--- config.mk ---
export PLATFORM = sky130hd
export DESIGN_NAME = crtp_cordic_stage
export DESIGN_NICKNAME = d
export VERILOG_FILES = /design/src/hw/rtl/crtp_pkg.sv /design/src/hw/rtl/crtp_cordic_stage.sv
export SDC_FILE = /design/constraint.sdc
export NUM_CORES = 1
export LEC_CHECK = 0
export BUFFER_PORTS_ARGS = -buffer_cell sky130_fd_sc_hd__buf_2
export CORE_ASPECT_RATIO = 1.4
export CORE_MARGIN = 4
export CORE_UTILIZATION = 61
export CTS_CLUSTER_SIZE = 14
export DETAILED_ROUTE_END_ITERATION = 10
export PLACE_DENSITY = 0.84
export SYNTH_ARGS = -nofsm -noshare
export SYNTH_HDL_FRONTEND = slang
export SYNTH_SLANG_ARGS = --single-unit
--- constraint.sdc ---
create_clock -name clk -period 8.8 [get_ports clk]
set_clock_uncertainty 0.1 [all_clocks]
set_input_delay 1.76 -clock clk [delete_from_list [all_inputs] [get_ports clk]]
set_output_delay 1.76 -clock clk [all_outputs]
set_load 0.01 [all_outputs]
--- src/hw/rtl/crtp_pkg.sv ---
// ---------------------------------------------------------------------------
// crtp_pkg: shared constants and types of the rectangular-to-polar core
// Widths, CORDIC angle table and the stage payload structures.
// ---------------------------------------------------------------------------
package crtp_pkg;

  localparam int COORD_WIDTH  = 16;
  localparam int GUARD_BITS   = 16;
  localparam int CORDIC_STEPS = 17;
  localparam int ANGLE_W      = 16;

  // CORDIC datapath: coordinate, guard bits and room for the gain and sign.
  localparam int XW = COORD_WIDTH + GUARD_BITS + 3;
  // Q16 angle accumulator; its magnitude stays below 2^18.
  localparam int ZW = 20;

  // Sum of squares and the square root datapath.
  localparam int SQ_W = 2 * COORD_WIDTH;
  localparam int SW   = 2 * COORD_WIDTH + 1;

  localparam int NUM_STAGES = (CORDIC_STEPS > COORD_WIDTH) ? CORDIC_STEPS : COORD_WIDTH;
  localparam int SHIFT_W    = $clog2(XW);
  localparam int BPOS_W     = $clog2(SW);

  localparam int ANG_PI_Q13      = 25736;
  localparam int ANG_HALF_PI_Q13 = 12868;
  localparam int ANG_HALF_PI_Q16 = 102944;

  typedef struct packed {
    logic neg_x;
    logic zero_x;
    logic zero_y;
    logic pos_y;
  } cflags_t;

  typedef struct packed {
    logic                 vld;
    cflags_t              flags;
    logic signed [XW-1:0] vx;
    logic signed [XW-1:0] vy;
    logic signed [ZW-1:0] z;
  } cordic_t;

  typedef struct packed {
    logic [SW-1:0] rem;
    logic [SW-1:0] root;
  } sqrt_t;

  // round(atan(2^-i) * 2^16); zero past the last iteration.
  function automatic logic signed [ZW-1:0] atan_q16(input int idx);
    logic signed [ZW-1:0] val;
    case (idx)
      0:  val = ZW'(51472);
      1:  val = ZW'(30386);
      2:  val = ZW'(16055);
      3:  val = ZW'(8150);
      4:  val = ZW'(4091);
      5:  val = ZW'(2047);
      6:  val = ZW'(1024);
      7:  val = ZW'(512);
      8:  val = ZW'(256);
      9:  val = ZW'(128);
      10: val = ZW'(64);
      11: val = ZW'(32);
      12: val = ZW'(16);
      13: val = ZW'(8);
      14: val = ZW'(4);
      15: val = ZW'(2);
      16: val = ZW'(1);
      default: val = '0;
    endcase
    return val;
  endfunction

endpackage

--- src/hw/rtl/crtp_cordic_stage.sv ---
// ---------------------------------------------------------------------------
// crtp_cordic_stage: one registered CORDIC vectoring iteration
// Drives y toward zero and accumulates the rotation angle.
// ---------------------------------------------------------------------------
module crtp_cordic_stage import crtp_pkg::*; (
  input  logic                 clk,
  input  logic                 rst_n,
  input  logic                 en,
  input  logic                 active,
  input  logic [SHIFT_W-1:0]   shift,
  input  logic signed [ZW-1:0] atan_val,
  input  cordic_t              st_in,
  output cordic_t              st_out
);

  logic signed [XW-1:0] vx, vy, dx, dy;
  logic signed [ZW-1:0] z;
  cordic_t              st_nxt, st_r;

  always_comb begin
    vx = st_in.vx;
    vy = st_in.vy;
    z  = st_in.z;
    dx = vy >>> shift;
    dy = vx >>> shift;
    st_nxt = st_in;
    if (active) begin
      if (!vy[XW-1]) begin
        st_nxt.vx = vx + dx;
        st_nxt.vy = vy - dy;
        st_nxt.z  = z + atan_val;
      end else begin
        st_nxt.vx = vx - dx;
        st_nxt.vy = vy + dy;
        st_nxt.z  = z - atan_val;
      end
    end
  end

  always_ff @(posedge clk) begin
    if (!rst_n) begin
      st_r.vld <= 1'b0;
    end else if (en) begin
      st_r <= st_nxt;
    end
  end

  assign st_out = st_r;

endmodule

==> results.json <==
{
  "post_synth.cell_area_avg_um2": 8.89,
  "setup_viol_count_final": 0,
  "floorplan.core_area_mm2": 0.0256,
  "ys_seq_elements": 95,
  "power.leakage_nw": 7.39,
  "cts.repair_timing.setup_buffer_count": 0,
  "timing.critical_path.from_type": "input port",
  "first_pass_iters": 6,
  "antenna_violations_before_repair": 0,
  "cellPowerDensity_mw_per_mm2": 134,
  "max_stage_delay_ns": 0.65,
  "detail_route.wl_per_cell_um": 26.4,
  "via_count": 16687,
  "clock_insertion_delay_worst_skew_ns": 0.38,
  "first_global_vias": 16278,
  "clock_sink_total": 95,
  "cell_count_post_placement": 2292,
  "end_kind": "register",
  "grt_pass1_wl_um": 91600,
  "num-nets-final": 2203,
  "hpwl_um": 46800,
  "synth_edf_count": 94,
  "netlist_area_mm2": 0.0159,
  "period_minus_slack_ns": 8.23,
  "timing.critical_path.slowest_stage_cell": "sky130_fd_sc_hd__mux4_2",
  "synth.top_cell.area_share": 0.178,
  "worst_setup_path_category": "in2reg",
  "grt_util_all_layers": 0.413,
  "main_synth_ff_type": "sky130_fd_sc_hd__edfxtp_1",
  "port_buffers": 219,
  "finish.cell_count_without_fillers": 2308,
  "weighted_congestion_at_the_end_of_routability_driven_global_placement": 1.09,
  "timing.reg2reg.worst_path_depth": 2,
  "clock_path_buffers": 2,
  "viasPerCell": 7.23,
  "hold_viol_final": 0,
  "initial_utilization": 0.621,
  "grt_setup_unrepaired": "false",
  "highest_fanout_seen_on_the_critical_path": 49,
  "die_width_um": 144,
  "finalSetupTns_ns": 0,
  "tritoncts": "done",
  "synth.distinct_cells": 95,
  "r2r_start": "st_out[94]",
  "cp_buf_inv_count": 1,
  "post-synth-top-area-cell": "sky130_fd_sc_hd__edfxtp_1",
  "startpoint_of_the_worst_hold_path": "st_out[94]",
  "irDropWorstVdd_uv": 102,
  "timing.fmax_mhz": 121,
  "postSynthCellCount": 1786,
  "number_of_i_o_pins": 220,
  "regToRegEndpoint": "st_out[94]",
  "ys_top_cells_by_count": "sky130_fd_sc_hd__nand2_1 (143), sky130_fd_sc_hd__a21oi_1 (130), sky130_fd_sc_hd__nor2_1 (130)",
  "synth.yosys.seq_area_share": 0.179,
  "drv_slew": 0,
  "maxSlewHeadroom": 0.0772,
  "grt_overflow_total": 0,
  "cts.reportedPaths.clkPinSlew_ns": 0.08,
  "largest_register_ff_count": 95,
  "holdCritPathClass": "reg2reg",
  "drive_gt1_frac": 0.260,
  "max-cap-violations": 0,
  "status": "complete, no violations",
  "root_buffer": "sky130_fd_sc_hd__clkbuf_16",
  "worst-slew-pin-transition_ns": 1.38,
  "timing.final.crit_share": 0.936,
  "die_h_um": 199,
  "h-tree-depth": 3,
  "synthTopCellsByArea": "sky130_fd_sc_hd__edfxtp_1 (18%), sky130_fd_sc_hd__mux4_2 (9.8%), sky130_fd_sc_hd__ha_1 (7.2%)",
  "worstPathCellList": "buf_6 > mux4_2 > mux2_2 > mux2i_2 > o221ai_1 > nand2b_1 > or3_1 > nor4_1 > xnor2_1 > a22o_1 > ha_1 > a211oi_1 > o21ai_0 > a211oi_1 > o211ai_1 > a311oi_1 > o311ai_0 > o31a_1 > nor4_1 > nor2_1 > xnor2_1",
  "detailed_router_s_first_iteration_violation_count": 1650,
  "die_area_mm2": 0.0287,
  "cpLargestDelayFamily": "compound AO/OA/AOI/OAI gates",
  "routed_wl_um": 60900,
  "synthArstFlopShare": 0,
  "grt_max_degree": 58,
  "fp-row-count": 69,
  "route.antenna.remaining_nets": 0,
  "number_of_buffers_added_by_the_clock_tree_synthesis_step": 9,
  "destination_of_the_worst_hold_path": "st_out[94]",
  "timing.critical_path.arrival_ns": 8.26,
  "route.detailed.drc": 0,
  "synth_nets": 2005,
  "worst-endpoint-required_ns": 8.82,
  "worst_hold_stages": 2,
  "r2r_setup_slack_ns": 8.08,
  "areaGrowthSynthToFinish_pct": 11.7,
  "antenna_cells": 0,
  "post-synth-top-count-cell": "sky130_fd_sc_hd__nand2_1",
  "synth-warning-count": 0
}
repair_timing:
| item | 4_1_cts | 5_1_grt |
|---|---|---|
| resized for setup | 0 | 1 |
| endpoints found under the setup margin | 0 | 1 |
| hold buffers | 0 | 0 |
stage by stage:
step           hold WS, ns  total power, W  instance area, µm²  setup slack [ns]  utilization
2_1_floorplan        0.438         0.00155               15900              1.04            -
3_3_place_gp         0.396         0.00191               17400             0.308        0.683
3_5_place_dp         0.451         0.00194               17400             0.236        0.683
4_1_cts              0.463         0.00234               17700             0.589        0.694
5_1_grt              0.514         0.00250               17700             0.119        0.694
6_report             0.456         0.00238               17700             0.566        0.694
report_power, final:
part	switching (W)	total, W	internal (W)
combinational	0.000800	0.00139	0.000587
clock	0.000208	0.000404	0.000196
sequential	0.0000120	0.000584	0.000572
layout make-up:
cell class / count / area (µm²)
timing repair buffer: 294 / 1710
multi-input combinational: 1540 / 12300
clock buffer: 9 / 225
tap: 319 / 399
sequential: 95 / 2840
fill: 2079 / 7820
inverter: 44 / 165
clock inverter: 7 / 56.3
worst max path at each step:
stage / start / endpoint / slack [ns] / cells after the start
final: shift[0] / st_out[89] / 0.57 / 21
after global routing: shift[0] / st_out[53] / 0.12 / 29
after global placement: shift[0] / st_out[89] / 0.31 / 21
after CTS: shift[0] / st_out[89] / 0.59 / 21
after floorplan: shift[1] / st_out[53] / 1.04 / 30
after detailed placement: shift[0] / st_out[89] / 0.24 / 21
placed cells by master (no fill, tap or decap), types with 77 or more instances in the layout:
cell | Yosys | routed
sky130_fd_sc_hd__xnor2_1 | 95 | 95
sky130_fd_sc_hd__ha_1 | 91 | 91
sky130_fd_sc_hd__nand2_1 | 143 | 143
sky130_fd_sc_hd__o21ai_0 | 77 | 77
sky130_fd_sc_hd__edfxtp_1 | 94 | 94
sky130_fd_sc_hd__buf_2 | 24 | 215
sky130_fd_sc_hd__mux2i_1 | 97 | 96
sky130_fd_sc_hd__nor2_1 | 130 | 130
sky130_fd_sc_hd__a21oi_1 | 130 | 130
sky130_fd_sc_hd__mux2_2 | 99 | 99
cell families (layout without fill, tap and decap cells):
group / Yosys count / count (layout) / synth area share
AND/OR/NAND/NOR: 523 / 523 / 0.167
AO/OA/AOI/OAI: 514 / 514 / 0.218
flip-flops: 95 / 95 / 0.179
XOR/XNOR: 136 / 136 / 0.0759
adder cells (fa/ha/maj): 94 / 94 / 0.0755
buffers and inverters: 151 / 354 / 0.0456
multiplexers: 273 / 273 / 0.240
worst reg2reg max path, cell delays in order (launching register included):
cell and delay (ns):
sky130_fd_sc_hd__dfxtp_1 0.32, sky130_fd_sc_hd__mux2i_1 0.13, sky130_fd_sc_hd__nor2b_1 0.07
metal layers:
layer | GRT usage | part of all wire | up-vias
li1 | - | - | 7344
met4 | 0.292 | 0.087 | 0
met5 | 0 | 0 | -
met2 | 0.685 | 0.48 | 1110
met3 | 0.0856 | 0.093 | 356
met1 | 0.468 | 0.34 | 7877
Note: power is estimated with default switching activity, not from simulation.
