`src/hw/rtl/crtp_pkg.sv`:
```
// ---------------------------------------------------------------------------
// crtp_pkg: shared constants and types of the rectangular-to-polar core
// Widths, CORDIC angle table and the stage payload structures.
// ---------------------------------------------------------------------------
package crtp_pkg;

  localparam int COORD_WIDTH  = 16;
  localparam int GUARD_BITS   = 16;
  localparam int CORDIC_STEPS = 17;
  localparam int ANGLE_W      = 16;

  // CORDIC datapath: coordinate, guard bits and room for the gain and sign.
  localparam int XW = COORD_WIDTH + GUARD_BITS + 3;
  // Q16 angle accumulator; its magnitude stays below 2^18.
  localparam int ZW = 20;

  // Sum of squares and the square root datapath.
  localparam int SQ_W = 2 * COORD_WIDTH;
  localparam int SW   = 2 * COORD_WIDTH + 1;

  localparam int NUM_STAGES = (CORDIC_STEPS > COORD_WIDTH) ? CORDIC_STEPS : COORD_WIDTH;
  localparam int SHIFT_W    = $clog2(XW);
  localparam int BPOS_W     = $clog2(SW);

  localparam int ANG_PI_Q13      = 25736;
  localparam int ANG_HALF_PI_Q13 = 12868;
  localparam int ANG_HALF_PI_Q16 = 102944;

  typedef struct packed {
    logic neg_x;
    logic zero_x;
    logic zero_y;
    logic pos_y;
  } cflags_t;

  typedef struct packed {
    logic                 vld;
    cflags_t              flags;
    logic signed [XW-1:0] vx;
    logic signed [XW-1:0] vy;
    logic signed [ZW-1:0] z;
  } cordic_t;

  typedef struct packed {
    logic [SW-1:0] rem;
    logic [SW-1:0] root;
  } sqrt_t;

  // round(atan(2^-i) * 2^16); zero past the last iteration.
  function automatic logic signed [ZW-1:0] atan_q16(input int idx);
    logic signed [ZW-1:0] val;
    case (idx)
      0:  val = ZW'(51472);
      1:  val = ZW'(30386);
      2:  val = ZW'(16055);
      3:  val = ZW'(8150);
      4:  val = ZW'(4091);
      5:  val = ZW'(2047);
      6:  val = ZW'(1024);
      7:  val = ZW'(512);
      8:  val = ZW'(256);
      9:  val = ZW'(128);
      10: val = ZW'(64);
      11: val = ZW'(32);
      12: val = ZW'(16);
      13: val = ZW'(8);
      14: val = ZW'(4);
      15: val = ZW'(2);
      16: val = ZW'(1);
      default: val = '0;
    endcase
    return val;
  endfunction

endpackage

```
`src/hw/rtl/crtp_front.sv`:
```
// ---------------------------------------------------------------------------
// crtp_front: input conditioning
// Squares both coordinates, pre-rotates the vector into the right half
// plane and sums the squares, over two register stages.
// ---------------------------------------------------------------------------
module crtp_front import crtp_pkg::*; (
  input  logic                          clk,
  input  logic                          rst_n,
  input  logic                          en,
  input  logic                          in_vld,
  input  logic signed [COORD_WIDTH-1:0] x_coord,
  input  logic signed [COORD_WIDTH-1:0] y_coord,
  output cordic_t                       st_out,
  output logic [SQ_W-1:0]               sum_out
);

  logic signed [XW-1:0]   xs, ys;
  logic signed [SQ_W-1:0] sq_x_nxt, sq_y_nxt;
  logic signed [SQ_W-1:0] sq_x_r, sq_y_r;
  cordic_t                s1_nxt, s1_r, s2_r;
  logic [SQ_W-1:0]        sum_r;

  always_comb begin
    xs = {{(XW-COORD_WIDTH-GUARD_BITS){x_coord[COORD_WIDTH-1]}}, x_coord, {GUARD_BITS{1'b0}}};
    ys = {{(XW-COORD_WIDTH-GUARD_BITS){y_coord[COORD_WIDTH-1]}}, y_coord, {GUARD_BITS{1'b0}}};
    sq_x_nxt = SQ_W'(x_coord) * SQ_W'(x_coord);
    sq_y_nxt = SQ_W'(y_coord) * SQ_W'(y_coord);

    s1_nxt.vld          = in_vld;
    s1_nxt.flags.neg_x  = x_coord[COORD_WIDTH-1];
    s1_nxt.flags.zero_x = (x_coord == '0);
    s1_nxt.flags.zero_y = (y_coord == '0);
    s1_nxt.flags.pos_y  = !y_coord[COORD_WIDTH-1] && (y_coord != '0);
    s1_nxt.vx = xs;
    s1_nxt.vy = ys;
    s1_nxt.z  = '0;
    // Vectors in the left half plane are turned by a quarter turn first.
    if (x_coord[COORD_WIDTH-1]) begin
      if (!y_coord[COORD_WIDTH-1]) begin
        s1_nxt.vx = ys;
        s1_nxt.vy = -xs;
        s1_nxt.z  = ZW'(ANG_HALF_PI_Q16);
      end else begin
        s1_nxt.vx = -ys;
        s1_nxt.vy = xs;
        s1_nxt.z  = -ZW'(ANG_HALF_PI_Q16);
      end
    end
  end

  always_ff @(posedge clk) begin
    if (!rst_n) begin
      s1_r.vld <= 1'b0;
      s2_r.vld <= 1'b0;
    end else if (en) begin
      s1_r   <= s1_nxt;
      sq_x_r <= sq_x_nxt;
      sq_y_r <= sq_y_nxt;
      s2_r   <= s1_r;
      sum_r  <= sq_x_r + sq_y_r;
    end
  end

  assign st_out  = s2_r;
  assign sum_out = sum_r;

endmodule

```
`config.mk`:
```
export PLATFORM = sky130hd
export DESIGN_NAME = crtp_front
export DESIGN_NICKNAME = d
export VERILOG_FILES = /design/src/hw/rtl/crtp_pkg.sv /design/src/hw/rtl/crtp_front.sv
export SDC_FILE = /design/constraint.sdc
export NUM_CORES = 1
export LEC_CHECK = 0
export ABC_AREA = 1
export BUFFER_PORTS_ARGS = -buffer_cell sky130_fd_sc_hd__clkbuf_2
export CAP_MARGIN = 40
export CORE_MARGIN = 2
export CORE_UTILIZATION = 50
export CTS_CLUSTER_SIZE = 14
export DETAILED_ROUTE_END_ITERATION = 16
export PLACE_DENSITY = 0.78
export SYNTH_ARGS = -nofsm -noshare
export SYNTH_HDL_FRONTEND = slang
export SYNTH_SLANG_ARGS = --single-unit
```
`constraint.sdc`:
```
create_clock -name clk -period 6.85 [get_ports clk]
set_input_delay 1.37 -clock clk [delete_from_list [all_inputs] [get_ports clk]]
set_output_delay 1.37 -clock clk [all_outputs]
set_load 0.03 [all_outputs]
```
==> qor.csv, run 1 <==
metric;value;unit
holdCritPathClass;flop to flop;
ys_ff_latch;186;
crit_start;x_coord[15];
synthFlopType;edfxtp_1;
syn_avg_cell_area;8.46;sq um
cts_tree;built;
setup_violations;0;
crit_path_max_incr_delay;0.62;ns
wl_per_cell;15.9;microns
max-cap-violations;0;
synth_compound_area_frac;0.0369;
postLayoutSetupSlackWorst;0.406;ns
netlist_top_cells_area;fa_1 33%, edfxtp_1 19%, inv_1 12%;
yosysMostFrequentCell;inv_1;
synthCells;3404;
ant_nets;0;
core_area;0.0566;sq mm
clock_tree.root_cell;clkbuf_16;
fp.dieW;244;microns
grt_pass1_vias;22700;
grt-ovfl-total;0;
cp_slowest_cell;fa_1;
grt_max_degree;90;
rows;87;
synth_top_family_by_area;adder cells;
final_max_slew_viol_count;0;
path_common_cell;fa_1;
drt_iter0_drc;1736;
synth_xor_area_frac;0.0234;
yosys.area_share.simple;0.176;
syn_area;0.0288;sq mm
hp-start;s1_r[41]$_DFFE_PP_;
path_cells;clkbuf_2 > nand2_1 > fa_1 > inv_1 > fa_1 > fa_1 > fa_1 > fa_1 > inv_1 > fa_1 > inv_1 > ha_1 > nand2_1 > nor2_1 > inv_1 > nor2_1 > nand4_1 > nand4_1 > nand2_1;
yosys_warnings;0;
synthAdderAreaFrac;0.422;
yosysTopAreaCell;fa_1;
cp.arrival;6.69;ns
drive_above_1_share;0.101;
synth-seq-area-share;0.193;
dr_total_vias;21900;
skew;0.0258;ns
setup_tns;0;ns
clkTransAtPathRegs;0.07;ns
grt_pass1_wl;116000;microns
end_kind;flop;
htree_levels;4;
start_util;0.509;
synth_cell_types;49;
cts_buffers;17;
synthArstFlopShare;0;
synthMuxAreaShare;0;
synth-edff-count;184;
io_buffers;125;
maxClockFrequency;155;MHz
startpoint_type;primary input;
hpwl;59100;microns
vias_per_cell;5.03;
rsz0062_at_grt;false;
routabilityCongestion;0.951;
dieArea;0.0595;sq mm
finalHoldViolCount;0;
fill_cells;5027;
worstMarginPinSlew;0.846;ns
criticalPathCategory;primary input to flop;
required;7.10;ns
antenna_found_initial;4;
period_share;0.941;
dp_slack;-0.0191;ns
status;complete, no violations;
r2r-start;sq_x_r[2]$_DFFE_PP_;
synthDominantCellAreaShare;0.328;
clock_latency;0.50;ns
cts_max_path_buffers;2;
track_usage;0.248;
cts_resized;0;
totalWireLength;69300;microns
drc;0;
fin_crit;6.44;ns
synth_common_cells;926 x inv_1, 802 x nand2_1, 471 x fa_1;
slew_headroom;0.436;
cts_setup_buffers;0;
cp_max_fo;15;
die_h;244;microns
firstDrtPassIters;6;
layout.nets;4303;
hold_buffers;0;
pin_count;163;
cts.sinks;186;
area_growth;8.69;%
worst max-delay path: cells and delay by family:
| kind | cells | cell delay, ns |
|---|---|---|
| adders and majority gates | 7 | 3.70 |
| buffers and inverters | 5 | 0.56 |
| and+or+nand+nor | 7 | 1.05 |
placed cells by master, fill, tap and decap left out, types with 22 or more instances in the layout:
| master | synthesis | routed |
|---|---|---|
| a21oi_1 | 76 | 76 |
| buf_4 | 49 | 115 |
| clkbuf_2 | 1 | 125 |
| conb_1 | 1 | 39 |
| edfxtp_1 | 184 | 184 |
| fa_1 | 471 | 471 |
| ha_1 | 217 | 217 |
| inv_1 | 926 | 925 |
| nand2_1 | 802 | 802 |
| nand3_1 | 127 | 127 |
| nand4_1 | 35 | 35 |
| nor2_1 | 137 | 137 |
| nor2_2 | 22 | 22 |
| o21ai_0 | 40 | 40 |
| o21bai_1 | 26 | 26 |
| xor2_1 | 67 | 67 |
sequential cells by signal, indices dropped and copies added (netlist names):
signal   count
s1_r        46
st_out      46
sum_out     32
sq_x_r      31
sq_y_r      31
worst paths after layout:
kind	to	slack, ns	cells after the start
hold reg to reg	st_out[41]$_DFFE_PP_	0.42	0
hold / removal	st_out[41]$_DFFE_PP_	0.42	0
setup / recovery	sq_x_r[24]$_DFFE_PP_	0.41	19
setup reg to reg	sum_out[26]$_DFFE_PP_	4.68	11
routing by layer:
layer / track usage / part of all wire / up-vias
li1: - / - / 10400
met1: 0.327 / 0.42 / 10500
met2: 0.404 / 0.46 / 899
met3: 0.0550 / 0.090 / 138
met4: 0.0866 / 0.032 / 6
met5: 0 / 0.00049 / -
layout make-up:
cell class,count,area (sq um),area share
sequential,186,5570,0.178
clock buffer,21,450,0.0144
antenna,1,2.50,0.0000800
tap,756,946,0.0302
inverter,944,3550,0.113
clock inverter,11,123,0.00392
timing repair buffer,243,1550,0.0495
multi-input combinational,2187,19100,0.611
metrics by stage:
step	hold WS, ns	cell area [sq um]	instances	util
global route	0.421	31300	4348	0.553
floorplan	0.400	28900	3442	-
global placement	0.400	30700	4316	0.543
detailed placement	0.405	30700	4316	0.543
finish	0.416	31300	4349	0.553
CTS	0.417	31300	4348	0.553
cells by family after synthesis:
family	after synthesis
other cells	1
simple gates	1200
fa+ha+maj	688
xor+xnor	77
flops	186
buf+inv	1069
compound gates	183
Power of run 1 is not shown: default switching activity piles up to over one toggle a cycle in this logic, so the estimate is an artifact.
==> run 2: changes to the inputs <==
--- a/config.mk
+++ b/config.mk
@@ -12,7 +12,8 @@
 export CORE_UTILIZATION = 50
 export CTS_CLUSTER_SIZE = 14
 export DETAILED_ROUTE_END_ITERATION = 16
-export PLACE_DENSITY = 0.78
+export GPL_TIMING_DRIVEN = 0
+export PLACE_DENSITY = 0.75
 export SYNTH_ARGS = -nofsm -noshare
 export SYNTH_HDL_FRONTEND = slang
 export SYNTH_SLANG_ARGS = --single-unit
==> constraint.sdc (replaced) <==
create_clock -name clk -period 7.95 [get_ports clk]
set_input_delay 1.59 -clock clk [delete_from_list [all_inputs] [get_ports clk]]
set_output_delay 1.59 -clock clk [all_outputs]
set_load 0.03 [all_outputs]
==> run 2 against run 1 <==
Compared with the run above: first-iteration DRC count down 2.0%; critical path type unchanged; clock skew down 0.011 ns; flip-flop and latch count unchanged; critical path depth up 2; setup slack worse by 0.057 ns; highest routed layer is now met4; register-to-register slack better by 1.1 ns; design area down 0.62%; final cell count down 0.11%; non-clock buffer count down 4; largest cell class unchanged; global-route usage up 0.74 points; core utilization down 0.34 points.
==> qor.csv, run 2 (synthesis gave the netlist of run 1 again) <==
metric;value;unit;change
start_util;0.509;;unchanged
holdCritPathClass;flop to flop;;
ff2ff_setup_slack;5.77;ns;+1.09 ns
clock_latency;0.51;ns;about the same
hold_buffers;0;;unchanged
drt_iter0_drc;1702;;-2.0%
drc;0;;unchanged
clock_tree.root_cell;clkbuf_16;;
cts.sinks;186;;unchanged
dr_total_vias;22000;;+0.56%
skew;0.0145;ns;-0.0113 ns
grt_pass1_wl;117000;microns;+1.3%
final_core_util;0.549;;-0.00340
rsz0062_at_grt;false;;
io_buffers;115;;-8.0%
max-cap-violations;0;;unchanged
ant_nets;0;;unchanged
grt_max_degree;98;;+8.9%
htree_levels;4;;unchanged
end_kind;flop;;
layout.nets;4299;;-0.093%
cp.arrival;7.83;ns;+1.14 ns
clkTransAtPathRegs;0.09;ns;+0.02 ns
fin_crit;7.60;ns;
critPathCapture;sq_x_r[30]$_DFFE_PP_;;
wl_per_cell;16.5;microns;+3.5%
rows;87;;unchanged
grt-ovfl-total;0;;unchanged
dieArea;0.0595;sq mm;unchanged
routabilityCongestion;0.935;;-1.7%
required;8.17;ns;+1.07 ns
worstMarginPinSlew;0.897;ns;+0.0508 ns
r2r_cells;11;;unchanged
r2r-start;sq_y_r[2]$_DFFE_PP_;;
grt_pass1_vias;22800;;+0.42%
vias_per_cell;5.07;;+0.68%
drive_above_1_share;0.0886;;-0.0124
die_h;244;microns;unchanged
final_cell_mix;925 x inv_1, 802 x nand2_1, 471 x fa_1;;
totalWireLength;71600;microns;+3.4%
cts_resized;0;;unchanged
pin_count;163;;unchanged
cts_max_path_buffers;2;;unchanged
track_usage;0.255;;+0.00736
antenna_found_initial;1;;-3
firstDrtPassIters;6;;unchanged
startpoint_type;primary input;;
cts_buffers;17;;unchanged
final_max_slew_viol_count;0;;unchanged
setup_violations;0;;unchanged
cts_tree;built;;
area_growth;8.02;%;
hpwl;60200;microns;+1.8%
cp_max_fo;10;;-5
final_common_cell;inv_1;;
finalHoldViolCount;0;;unchanged
period_share;0.956;;
reg2reg_to;sum_out[26]$_DFFE_PP_;;
criticalPathCategory;primary input to flop;;
slew_headroom;0.402;;-0.0339
core_area;0.0566;sq mm;unchanged
status;complete, no violations;;
maxClockFrequency;132;MHz;
crit_start;x_coord[15];;
num_antenna_cells;0;;-1
fp.dieW;244;microns;unchanged
run 2: cell types whose count changed in the layout (fill, tap and decap cells not counted), sizes merged:
cell      change
inv           +5
clkbuf       +12
bufinv        -2
clkinvlp      +1
diode         -1
buf          -20
run 2: what timing repair did:
action,4_1_cts,5_1_grt
setup buffers,0,0
endpoints found under the hold margin,0,0
setup endpoints to repair,0,3
run 2: layout make-up:
class	instances	area [sq um]
inverters	944	3550
clock inverters	15	193
clock buffers	17	425
well taps	756	946
multi-input cells	2187	19100
plain buffers	123	708
fillers	5176	25500
repair buffers	116	603
flip-flops and latches	186	5570
run 2: worst min-delay path by stage:
stage / startpoint / end / cells past startpoint
after floorplan: s1_r[16]$_SDFFCE_PN0P_ / st_out[16]$_DFFE_PP_ / 0
after global placement: s1_r[88]$_SDFFCE_PN0P_ / st_out[88]$_DFFE_PP_ / 0
after detailed placement: s1_r[41]$_DFFE_PP_ / st_out[41]$_DFFE_PP_ / 0
after CTS: s1_r[86]$_SDFFCE_PN0P_ / st_out[86]$_DFFE_PP_ / 0
after global routing: s1_r[52]$_DFFE_PP_ / st_out[52]$_DFFE_PP_ / 0
final: s1_r[86]$_SDFFCE_PN0P_ / st_out[86]$_DFFE_PP_ / 0
run 2: stage by stage:
step / TNS, ns / instances / cell area [sq um] / setup WS [ns] / hold slack [ns]
6_report: 0 / 4344 / 31100 / 0.349 / 0.418
3_3_place_gp: -0.332 / 4313 / 30400 / -0.172 / 0.403
5_1_grt: 0 / 4344 / 31100 / 0.0604 / 0.429
2_1_floorplan: 0 / 3442 / 28900 / 1.07 / 0.400
3_5_place_dp: -0.414 / 4314 / 30500 / -0.229 / 0.405
4_1_cts: 0 / 4346 / 31100 / 0.328 / 0.421
run 2: metal layers:
| metal | global-route usage | up-vias | share of wire |
|---|---|---|---|
| met4 | 0.116 | 0 | 0.047 |
| met5 | 0 | - | 0 |
| met1 | 0.333 | 10500 | 0.42 |
| met3 | 0.0603 | 195 | 0.091 |
| li1 | - | 10400 | - |
| met2 | 0.405 | 948 | 0.44 |
run 2: worst max-delay path, stage by stage:
cell      delay (ns)
clkbuf_2        0.25
clkbuf_1        0.48
nand2_1         0.17
inv_1           0.20
fa_1            0.54
fa_1            0.88
fa_1            0.54
fa_1            0.52
fa_1            0.55
inv_1           0.06
fa_1            0.53
inv_1           0.05
ha_1            0.39
a21oi_1         0.31
o21ai_0         0.20
nand2_1         0.09
nand2_1         0.06
a21oi_1         0.16
nand2_1         0.07
nand2_1         0.06
nand2_1         0.11
Power of run 2 is left out for the same reason.
