File: config.mk
export PLATFORM = sky130hd
export DESIGN_NAME = crtp_sqrt_stage
export DESIGN_NICKNAME = d
export VERILOG_FILES = /design/src/hw/rtl/crtp_pkg.sv /design/src/hw/rtl/crtp_sqrt_stage.sv
export SDC_FILE = /design/constraint.sdc
export NUM_CORES = 1
export LEC_CHECK = 0
export BUFFER_PORTS_ARGS = -buffer_cell sky130_fd_sc_hd__buf_2
export CELL_PAD_IN_SITES_DETAIL_PLACEMENT = 1
export CELL_PAD_IN_SITES_GLOBAL_PLACEMENT = 1
export CORE_AREA = 2 2 144 146
export CTS_CLUSTER_SIZE = 10
export DETAILED_ROUTE_END_ITERATION = 8
export DIE_AREA = 0 0 146 148
export GPL_TIMING_DRIVEN = 0
export PLACE_DENSITY = 0.86
export SLEW_MARGIN = 25
export SYNTH_ARGS = -nofsm -noshare
export SYNTH_HDL_FRONTEND = slang
export SYNTH_SLANG_ARGS = --single-unit
File: constraint.sdc
create_clock -name clk -period 7.2 [get_ports clk]
set_input_delay 0 -clock clk [delete_from_list [all_inputs] [get_ports clk]]
set_output_delay 0 -clock clk [all_outputs]
set_load 0.03 [all_outputs]
File: src/hw/rtl/crtp_pkg.sv
// ---------------------------------------------------------------------------
// crtp_pkg: shared constants and types of the rectangular-to-polar core
// Widths, CORDIC angle table and the stage payload structures.
// ---------------------------------------------------------------------------
package crtp_pkg;

  localparam int COORD_WIDTH  = 16;
  localparam int GUARD_BITS   = 16;
  localparam int CORDIC_STEPS = 17;
  localparam int ANGLE_W      = 16;

  // CORDIC datapath: coordinate, guard bits and room for the gain and sign.
  localparam int XW = COORD_WIDTH + GUARD_BITS + 3;
  // Q16 angle accumulator; its magnitude stays below 2^18.
  localparam int ZW = 20;

  // Sum of squares and the square root datapath.
  localparam int SQ_W = 2 * COORD_WIDTH;
  localparam int SW   = 2 * COORD_WIDTH + 1;

  localparam int NUM_STAGES = (CORDIC_STEPS > COORD_WIDTH) ? CORDIC_STEPS : COORD_WIDTH;
  localparam int SHIFT_W    = $clog2(XW);
  localparam int BPOS_W     = $clog2(SW);

  localparam int ANG_PI_Q13      = 25736;
  localparam int ANG_HALF_PI_Q13 = 12868;
  localparam int ANG_HALF_PI_Q16 = 102944;

  typedef struct packed {
    logic neg_x;
    logic zero_x;
    logic zero_y;
    logic pos_y;
  } cflags_t;

  typedef struct packed {
    logic                 vld;
    cflags_t              flags;
    logic signed [XW-1:0] vx;
    logic signed [XW-1:0] vy;
    logic signed [ZW-1:0] z;
  } cordic_t;

  typedef struct packed {
    logic [SW-1:0] rem;
    logic [SW-1:0] root;
  } sqrt_t;

  // round(atan(2^-i) * 2^16); zero past the last iteration.
  function automatic logic signed [ZW-1:0] atan_q16(input int idx);
    logic signed [ZW-1:0] val;
    case (idx)
      0:  val = ZW'(51472);
      1:  val = ZW'(30386);
      2:  val = ZW'(16055);
      3:  val = ZW'(8150);
      4:  val = ZW'(4091);
      5:  val = ZW'(2047);
      6:  val = ZW'(1024);
      7:  val = ZW'(512);
      8:  val = ZW'(256);
      9:  val = ZW'(128);
      10: val = ZW'(64);
      11: val = ZW'(32);
      12: val = ZW'(16);
      13: val = ZW'(8);
      14: val = ZW'(4);
      15: val = ZW'(2);
      16: val = ZW'(1);
      default: val = '0;
    endcase
    return val;
  endfunction

endpackage

File: src/hw/rtl/crtp_sqrt_stage.sv
// ---------------------------------------------------------------------------
// crtp_sqrt_stage: one registered digit of the integer square root
// Restoring digit-by-digit step that settles one result bit.
// ---------------------------------------------------------------------------
module crtp_sqrt_stage import crtp_pkg::*; (
  input  logic              clk,
  input  logic              en,
  input  logic              active,
  input  logic [BPOS_W-1:0] bpos,
  input  sqrt_t             sq_in,
  output sqrt_t             sq_out
);

  logic [SW-1:0] bit_val, trial;
  sqrt_t         sq_nxt, sq_r;

  always_comb begin
    bit_val = {{(SW-1){1'b0}}, 1'b1} << bpos;
    trial   = sq_in.root + bit_val;
    sq_nxt  = sq_in;
    if (active) begin
      if (sq_in.rem >= trial) begin
        sq_nxt.rem  = sq_in.rem - trial;
        sq_nxt.root = (sq_in.root >> 1) + bit_val;
      end else begin
        sq_nxt.root = sq_in.root >> 1;
      end
    end
  end

  always_ff @(posedge clk) begin
    if (en) begin
      sq_r <= sq_nxt;
    end
  end

  assign sq_out = sq_r;

endmodule

==> results of run 1 <==
-- placed cells by master (no fill, tap or decap), types with 21 or more instances in the layout --
master / n
buf_2: 141
nand2_1: 119
nor2_1: 97
ha_1: 87
a21oi_1: 80
o21ai_0: 72
edfxtp_1: 66
xnor2_1: 58
a21o_1: 56
clkbuf_1: 38
xor2_1: 35
a31oi_1: 34
nand3_1: 30
inv_1: 29
dlygate4sd3_1: 27
nor3_1: 21
-- metrics by stage --
stage	cell area [µm²]	setup slack [ps]
final	10100	483
after global routing	10100	94.8
after floorplan	8510	1300
after CTS	10100	175
after detailed placement	9550	-358
after global placement	9530	-259
-- repair_timing --
action | CTS | global route
buffers inserted | 0 | 0
gates resized for setup | 1 | 11
hold endpoints to repair | 27 | 0
endpoints found under the setup margin | 3 | 36
hold buffers | 27 | 0
-- worst max-delay path by stage --
stage / startpoint / end / slack (ps) / cells after the start
2_1_floorplan: bpos[4] / sq_out[7] / 1300 / 26
3_3_place_gp: bpos[0] / sq_out[11] / -260 / 29
3_5_place_dp: bpos[0] / sq_out[9] / -360 / 29
4_1_cts: bpos[0] / sq_out[8] / 180 / 28
5_1_grt: bpos[0] / sq_out[11] / 90 / 29
6_report: bpos[1] / sq_out[8] / 480 / 28
-- cell type report --
type | count | area share (%)
Antenna cell | 1 | 0.0248
Buffer | 49 | 2.09
Clock buffer | 11 | 2.31
Clock inverter | 4 | 0.198
Inverter | 29 | 1.08
Multi-Input combinational cell | 915 | 61.7
Sequential cell | 66 | 19.6
Tap cell | 270 | 3.35
Timing Repair Buffer | 164 | 9.64
-- power groups by stage --
| stage | Sequential (µW) | Combinational (µW) | Clock, µW |
|---|---|---|---|
| 2_1_floorplan | 591 | 321 | 0 |
| 3_3_place_gp | 497 | 584 | 0 |
| 3_5_place_dp | 497 | 602 | 0 |
| 4_1_cts | 490 | 621 | 408 |
| 5_1_grt | 494 | 682 | 418 |
| 6_report | 490 | 631 | 406 |
-- routing by layer --
metal	vias to the layer above	track usage [%]	wire length, µm
li1	4288	-	-
met1	4305	35.7	13500
met2	281	47.9	14400
met5	-	0	16
met4	2	10.8	1020
met3	67	2.84	1350
-- kinds of logic after synthesis --
logic type / after synthesis
XOR/XNOR: 94
multiplexers: 11
flip-flops: 66
adder cells (fa/ha/maj): 91
AO/OA/AOI/OAI: 354
buffers and inverters: 78
AND/OR/NAND/NOR: 365
==> metrics, run 1 <==
minimum clock period roughly 6700 ps; period utilization 93.3%; Static Leak between 0.004 and 0.005 µW; clk buf depth 2; CTS HTree Levels 3; Setup violations, final 0; unrepaired setup endpoints after global routing false; most frequent cell after synthesis nand2_1; total track usage around 28%; hold_sp sq_in[34]; Initial Utilization 42.5%; Psw 602 µW; Post-Place Cells between 1,000 and 1,500; vias in the first global route a little over 9,000; Final #Nets 1,399; Post-Synth XOR/XNOR Area 9.76%; number of synthesized flops with an enable pin 66; maximum VDD drop 0.000104 V; final slew viol count 0; Setup Crit Path Kind in -> reg; Seq cells post-synth 66; Critical Path Sink Type flop; post-route ant nets 0; compound-cell area share of the yosys netlist about 28%; root buffer cell clkbuf_16; Internal Power 926 µW; clock slew at reported path FFs ~60 ps; count of cell types in the netlist around 80; post-synth top area share 23.3%; # fillers ~2,500; synth cell count leaders 120 x nand2_1, 98 x nor2_1, 87 x ha_1; Initial DRT Pass Iterations 5; largest net degree at the start of global routing between 40 and 50; syn nets 1,224; max_cap viols 0; DRT Wirelength roughly 30,000 µm; row count 52; Fmax 0.149 GHz; Synth area leader edfxtp_1; mux cell area share after synthesis 1.46%; Power Total 1530 µW; Clk pwr share 26.6%; Layout Area Growth over Synthesis 18.6%; Port Buffers ~140; Simple-Gate Fraction of Synth Area 20.6%; layout cells sized above 1 16.8%; synthesized cell area 8510 µm²; worst hold endpoint sq_out[34]; final hold violation count 0; Hold Path Class in -> reg; Die H between 100 and 150 µm; max_slew headroom between 20% and 30%; Iter 0 DRT Violations 528; # IOs ~140; async set-reset flop share out of synthesis 0%; Fin Setup TNS 0 ps; Routability Congestion slightly above 0.9; combinational power share between 40% and 50%; most used cell, CP clkbuf_1; top_reg_cell synth edfxtp_1; Post-Synth Adder-Cell Area a little over an eighth; Post-route DRC 0; syn avg cell area between 8 and 9 µm²; first-pass GRT wire length about 48,000 µm; outcome completed; share of power burned in registers roughly 32%; vias per std cell between 5 and 6; fin util roughly half; Bufs and invs on worst path 7; final non-filler cell total 1,509; initial antenna violation count 2; hold_ws approximately 18 ps; CP arrival 6850 ps; CP peak stage delay slightly below 700 ps; yosys warns 0; critical path fanouts, max 10; drt wl/cell 20.1 µm; hold path depth 2; CTS Sinks between 60 and 70; floorplan core area 20,000 µm²; Die W between 100 and 150 µm; worst path required time around 7300 ps; sequential area share after synthesis about a quarter; grt total ovfl 0; Switching Fraction 39.4%; Die ar. roughly 22,000 µm²; DR vias between 8,000 and 9,000; Area contributors post-synth edfxtp_1 23%, ha_1 13%, xnor2_1 6.0%; Seq. cell area slightly below 2000 µm²; Startpoint Class input pin; main combinational cell family by area after synthesis compound AO/OA/AOI/OAI gates; area of the multi-input gates roughly 6200 µm²; PwrDens approximately 150 nW/µm²; Slowest-stage cell, CP o41ai_1; cell class contributing the biggest share of worst-path delay compound AO/OA/AOI/OAI gates; CTS Buf Count 9; TritonCTS clock tree built; HPWL Detailed around 24,000 µm; max reg flops 66; Synth Instances about 1,100; Worst-Margin Slew approximately 1100 ps
(Power assumes the default switching activity.)
==> run 2: changes to the inputs <==
Settings changed: REMOVE_ABC_BUFFERS set to 1.
==> metrics, run 2 (synthesized netlist as in run 1, its figures left out) <==
outcome completed; PwrDens between 150 and 200 nW/µm²; DR vias roughly 8,600; area of the multi-input gates 6250 µm²; CP peak stage delay between 500 and 600 ps; Setup violations, final 0; Fmax ~0.15 GHz; Final #Nets between 1,000 and 1,500; max reg flops 66; Worst-Margin Slew ~1000 ps; grt total ovfl 0; maximum VDD drop around 0.0001 V; Setup Crit Path Kind in -> reg; CTS HTree Levels 3; fin util 50.1%; total track usage between 20% and 30%; clk buf depth 2; layout cells sized above 1 between 15 and 20%; row count between 50 and 60; Post-Place Cells ~1,400; max_cap viols 0; Die H between 100 and 150 µm; root buffer cell clkbuf_16; Iter 0 DRT Violations about 540; Static Leak roughly 0.0045 µW; minimum clock period about 6700 ps; most frequent cells in the layout 138 x buf_2, 119 x nand2_1, 97 x nor2_1; Initial Utilization ~42%; final non-filler cell total 1,469; hold_sp sq_in[0]; Layout Area Growth over Synthesis 18.0%; Startpoint Class input pin; clock slew at reported path FFs around 70 ps; Post-route DRC 0; commonest non-fill, non-tap cell in the layout buf_2; hold_ws around 15 ps; Hold Path Class in -> reg; hold path depth 3; Port Buffers between 100 and 150; final slew viol count 0; post-CTS setup repair buffer count 0; Power Total roughly 1600 µW; Die W about 150 µm; final instance area 10,000 µm²; first-pass GRT wire length 45,000 µm; Routability Congestion 0.921; final hold violation count 0; ANT cells 0; worst path required time between 7000 and 8000 ps; critical path fanouts, max 27; DRT Wirelength 28,500 µm; # IOs between 100 and 150; CTS Sinks 66; vias in the first global route 8,637; Placed Area ~9400 µm²; floorplan core area ~20,000 µm²; period utilization slightly above 90%; drt wl/cell between 15 and 20 µm; vias per std cell approximately 5.9; CTS Buf Count 9; Critical Path Sink Type flop; Initial DRT Pass Iterations 5; post-route ant nets 0; HPWL Detailed ~22,000 µm; Die ar. roughly 22,000 µm²; Slowest-stage cell, CP nand2_2; Cell Chain, Critical Path buf_2, or3b_1, nor3_2, ha_1, a21o_1, a22oi_1, nor4_1, a211oi_2, a211oi_2, a311oi_2, o211ai_2, a31oi_2, o21bai_2, xnor2_1, ha_1, nand3_1, or2_2, nor2_1, a21oi_1, a211o_1, nand2_2, and2_1, mux2_2; TritonCTS clock tree built; CP arrival a little under 7000 ps; unrepaired setup endpoints after global routing false; largest net degree at the start of global routing 71; Seq. cell area approximately 2000 µm²; initial antenna violation count 0; max_slew headroom ~30%; # fillers 2,485; worst hold endpoint sq_out[0]
==> run 2: worst max-delay path by stage <==
stage                        from    endpoint  cells past startpoint
after detailed placement  bpos[0]  sq_out[58]                     23
after CTS                 bpos[0]  sq_out[59]                     23
final                     bpos[0]  sq_out[59]                     23
after global placement    bpos[0]  sq_out[60]                     24
after global routing      bpos[0]  sq_out[59]                     23
after floorplan           bpos[4]  sq_out[34]                     23
==> run 2: layer usage <==
metal	routed length, µm	vias up	GRT usage, %
met5	0	-	0
met4	873	0	9.61
met3	1330	49	2.35
met2	13100	276	43.7
met1	13200	4105	34.3
li1	-	4206	-
==> run 2: worst max-delay path: cells and delay by family <==
family / cells / cell delay (ps)
AND/OR/NAND/NOR: 8 / 2690
AO/OA/AOI/OAI: 10 / 2630
multiplexers: 1 / 360
XOR/XNOR: 1 / 150
buffers and inverters: 1 / 190
adder cells (fa/ha/maj): 2 / 740
==> run 2: cell type report <==
type	count	share of cell area (%)
Tap cell	270	3.37
Clock buffer	11	2.32
Timing Repair Buffer	172	10.7
Sequential cell	66	19.7
Inverter	29	1.08
Multi-Input combinational cell	916	62.3
Clock inverter	5	0.548
==> run 2: repair_timing <==
action / 4_1_cts / 5_1_grt
hold buffers: 29 / 0
gates resized for setup: 0 / 1
setup endpoints to repair: 0 / 7
endpoints found under the hold margin: 29 / 0
==> run 2: per-stage QoR <==
stage               setup WS (ps)  setup TNS, ps
finish                        509              0
global route                 74.2              0
CTS                           421              0
detailed placement           91.1              0
global placement            -1960         -82150
floorplan                     319              0
==> run 2: where the power goes <==
group	internal, µW	switching (µW)	total [µW]
logic	221	400	621
clock network	268	191	458
registers	480	11.4	491
==> run 3: changes to the inputs <==
Settings changed: MAX_ROUTING_LAYER set to met4.
==> metrics, run 3 (synthesized netlist as in run 1, its figures left out) <==
Worst-Margin Slew between 1000 and 1500 ps; max_cap viols 0; Startpoint Class input pin; floorplan core area about 20,000 µm²; final hold violation count 0; Fmax around 0.15 GHz; initial antenna violation count 1; # IOs roughly 140; CP arrival between 6000 and 7000 ps; combinational power share between 30% and 40%; met1 Usage GRT between 30% and 40%; busiest layer in global routing met2; Clk pwr share about 29%; Internal Power slightly below 1000 µW; period utilization ~93%; vias in the first global route slightly below 9,000; most frequent cells in the layout 138 x buf_2, 119 x nand2_1, 97 x nor2_1; M2 GR Usage 43.5%; Port Buffers 140; final non-filler cell total about 1,500; Initial DRT Pass Iterations 4; row count 52; Hold Path Class in -> reg; largest net degree at the start of global routing 71; CP peak stage delay approximately 540 ps; CTS Buf Count 9; commonest non-fill, non-tap cell in the layout buf_2; DR vias between 8,000 and 9,000; max_slew headroom around 30%; grt total ovfl 0; Static Leak approximately 0.0045 µW; layout cells sized above 1 around 17%; clk buf depth 2; Die W 146 µm; Post-route DRC 0; critical path fanouts, max 21; total track usage approximately a quarter; max reg flops 66; outcome completed; Critical Path Sink Type flop; CTS Sinks 66; TritonCTS clock tree built; PwrDens between 150 and 200 nW/µm²; vias per std cell a little under 6; cell class contributing the biggest share of worst-path delay compound AO/OA/AOI/OAI gates; post-route ant nets 0; Iter 0 DRT Violations ~470; clock slew at reported path FFs approximately 60 ps; Die H around 150 µm; Setup Crit Path Kind in -> reg; Slowest-stage cell, CP or3b_1; DRT Wirelength around 28,000 µm; Routability Congestion between 0.9 and 1; first-pass GRT wire length roughly 45,000 µm; share of power burned in registers a little under a third; Die ar. around 22,000 µm²; maximum VDD drop 0.0000965 V; Setup violations, final 0; met3 Use GR under 10%; Layout Area Growth over Synthesis 18.0%; Psw just under 600 µW; drt wl/cell a little under 20 µm; Bufs and invs on worst path 3; Switching Fraction a little under two fifths; Initial Utilization between 40% and 50%; final slew viol count 0; root buffer cell clkbuf_16; hold_ws around 5 ps; Final #Nets about 1,400; Post-Place Cells 1,423; CTS HTree Levels 3; minimum clock period between 6000 and 7000 ps; post-CTS setup repair buffer count 0; HPWL Detailed around 22,000 µm; worst path required time roughly 7400 ps
-- run 3: cell count changes in the layout (fill, tap and decap cells not counted) --
cell / change
a21boi_0: -1
a21boi_1: +1
a21oi_2: -1
a21oi_4: +1
clkbuf_1: +1
clkinv_2: -1
clkinv_4: -1
diode_2: +1
nand2_2: -1
nand2_4: +1
-- run 3: worst paths after layout --
| kind | from | to | slack [ps] | depth (start not counted) |
|---|---|---|---|---|
| worst max-delay path | bpos[0] | sq_out[25] | 500 | 26 |
| worst min-delay path | sq_in[60] | sq_out[60] | 5 | 3 |
-- run 3: timing repair --
action                     4_1_cts  5_1_grt
hold endpoints to repair        29        0
setup endpoints to repair        0       28
gates resized for setup          0        4
hold buffers                    29        0
-- run 3: layout make-up --
cell class              instances  area, µm²
flip-flops and latches         66       1980
well taps                     270        338
multi-input cells             916       6260
fillers                      2521      10000
inverters                      29        109
repair buffers                172       1070
clock buffers                  12        236
diodes                          1       2.50
clock inverters                 3       41.3
-- run 3: metal layers --
layer | up-vias | share of wire [%] | wire (µm)
met5 | - | 0 | 0
met4 | 0 | 2.5 | 701
met3 | 53 | 3.9 | 1090
met2 | 201 | 46 | 13100
met1 | 4182 | 47 | 13400
li1 | 4208 | - | -
-- run 3: power by group through the flow --
stage          sequential (µW)  clock [µW]  combinational (µW)
5_1_grt                    494         463                 676
6_report                   491         450                 620
4_1_cts                    491         456                 610
2_1_floorplan              592           0                 305
3_5_place_dp               498           0                 593
3_3_place_gp               498           0                 568
-- run 3: metrics by stage --
step                area (µm²)  setup WS [ps]  power, µW  setup TNS [ps]  utilization [%]
detailed placement        9450          -7.99       1090           -8.05             47.1
CTS                      10000            314       1560               0             50.0
global route             10000          -1.34       1630           -1.34             50.1
floorplan                 8300            319        896               0                -
finish                   10000            497       1560               0             50.1
global placement          9340          -2000       1070          -82760             46.6
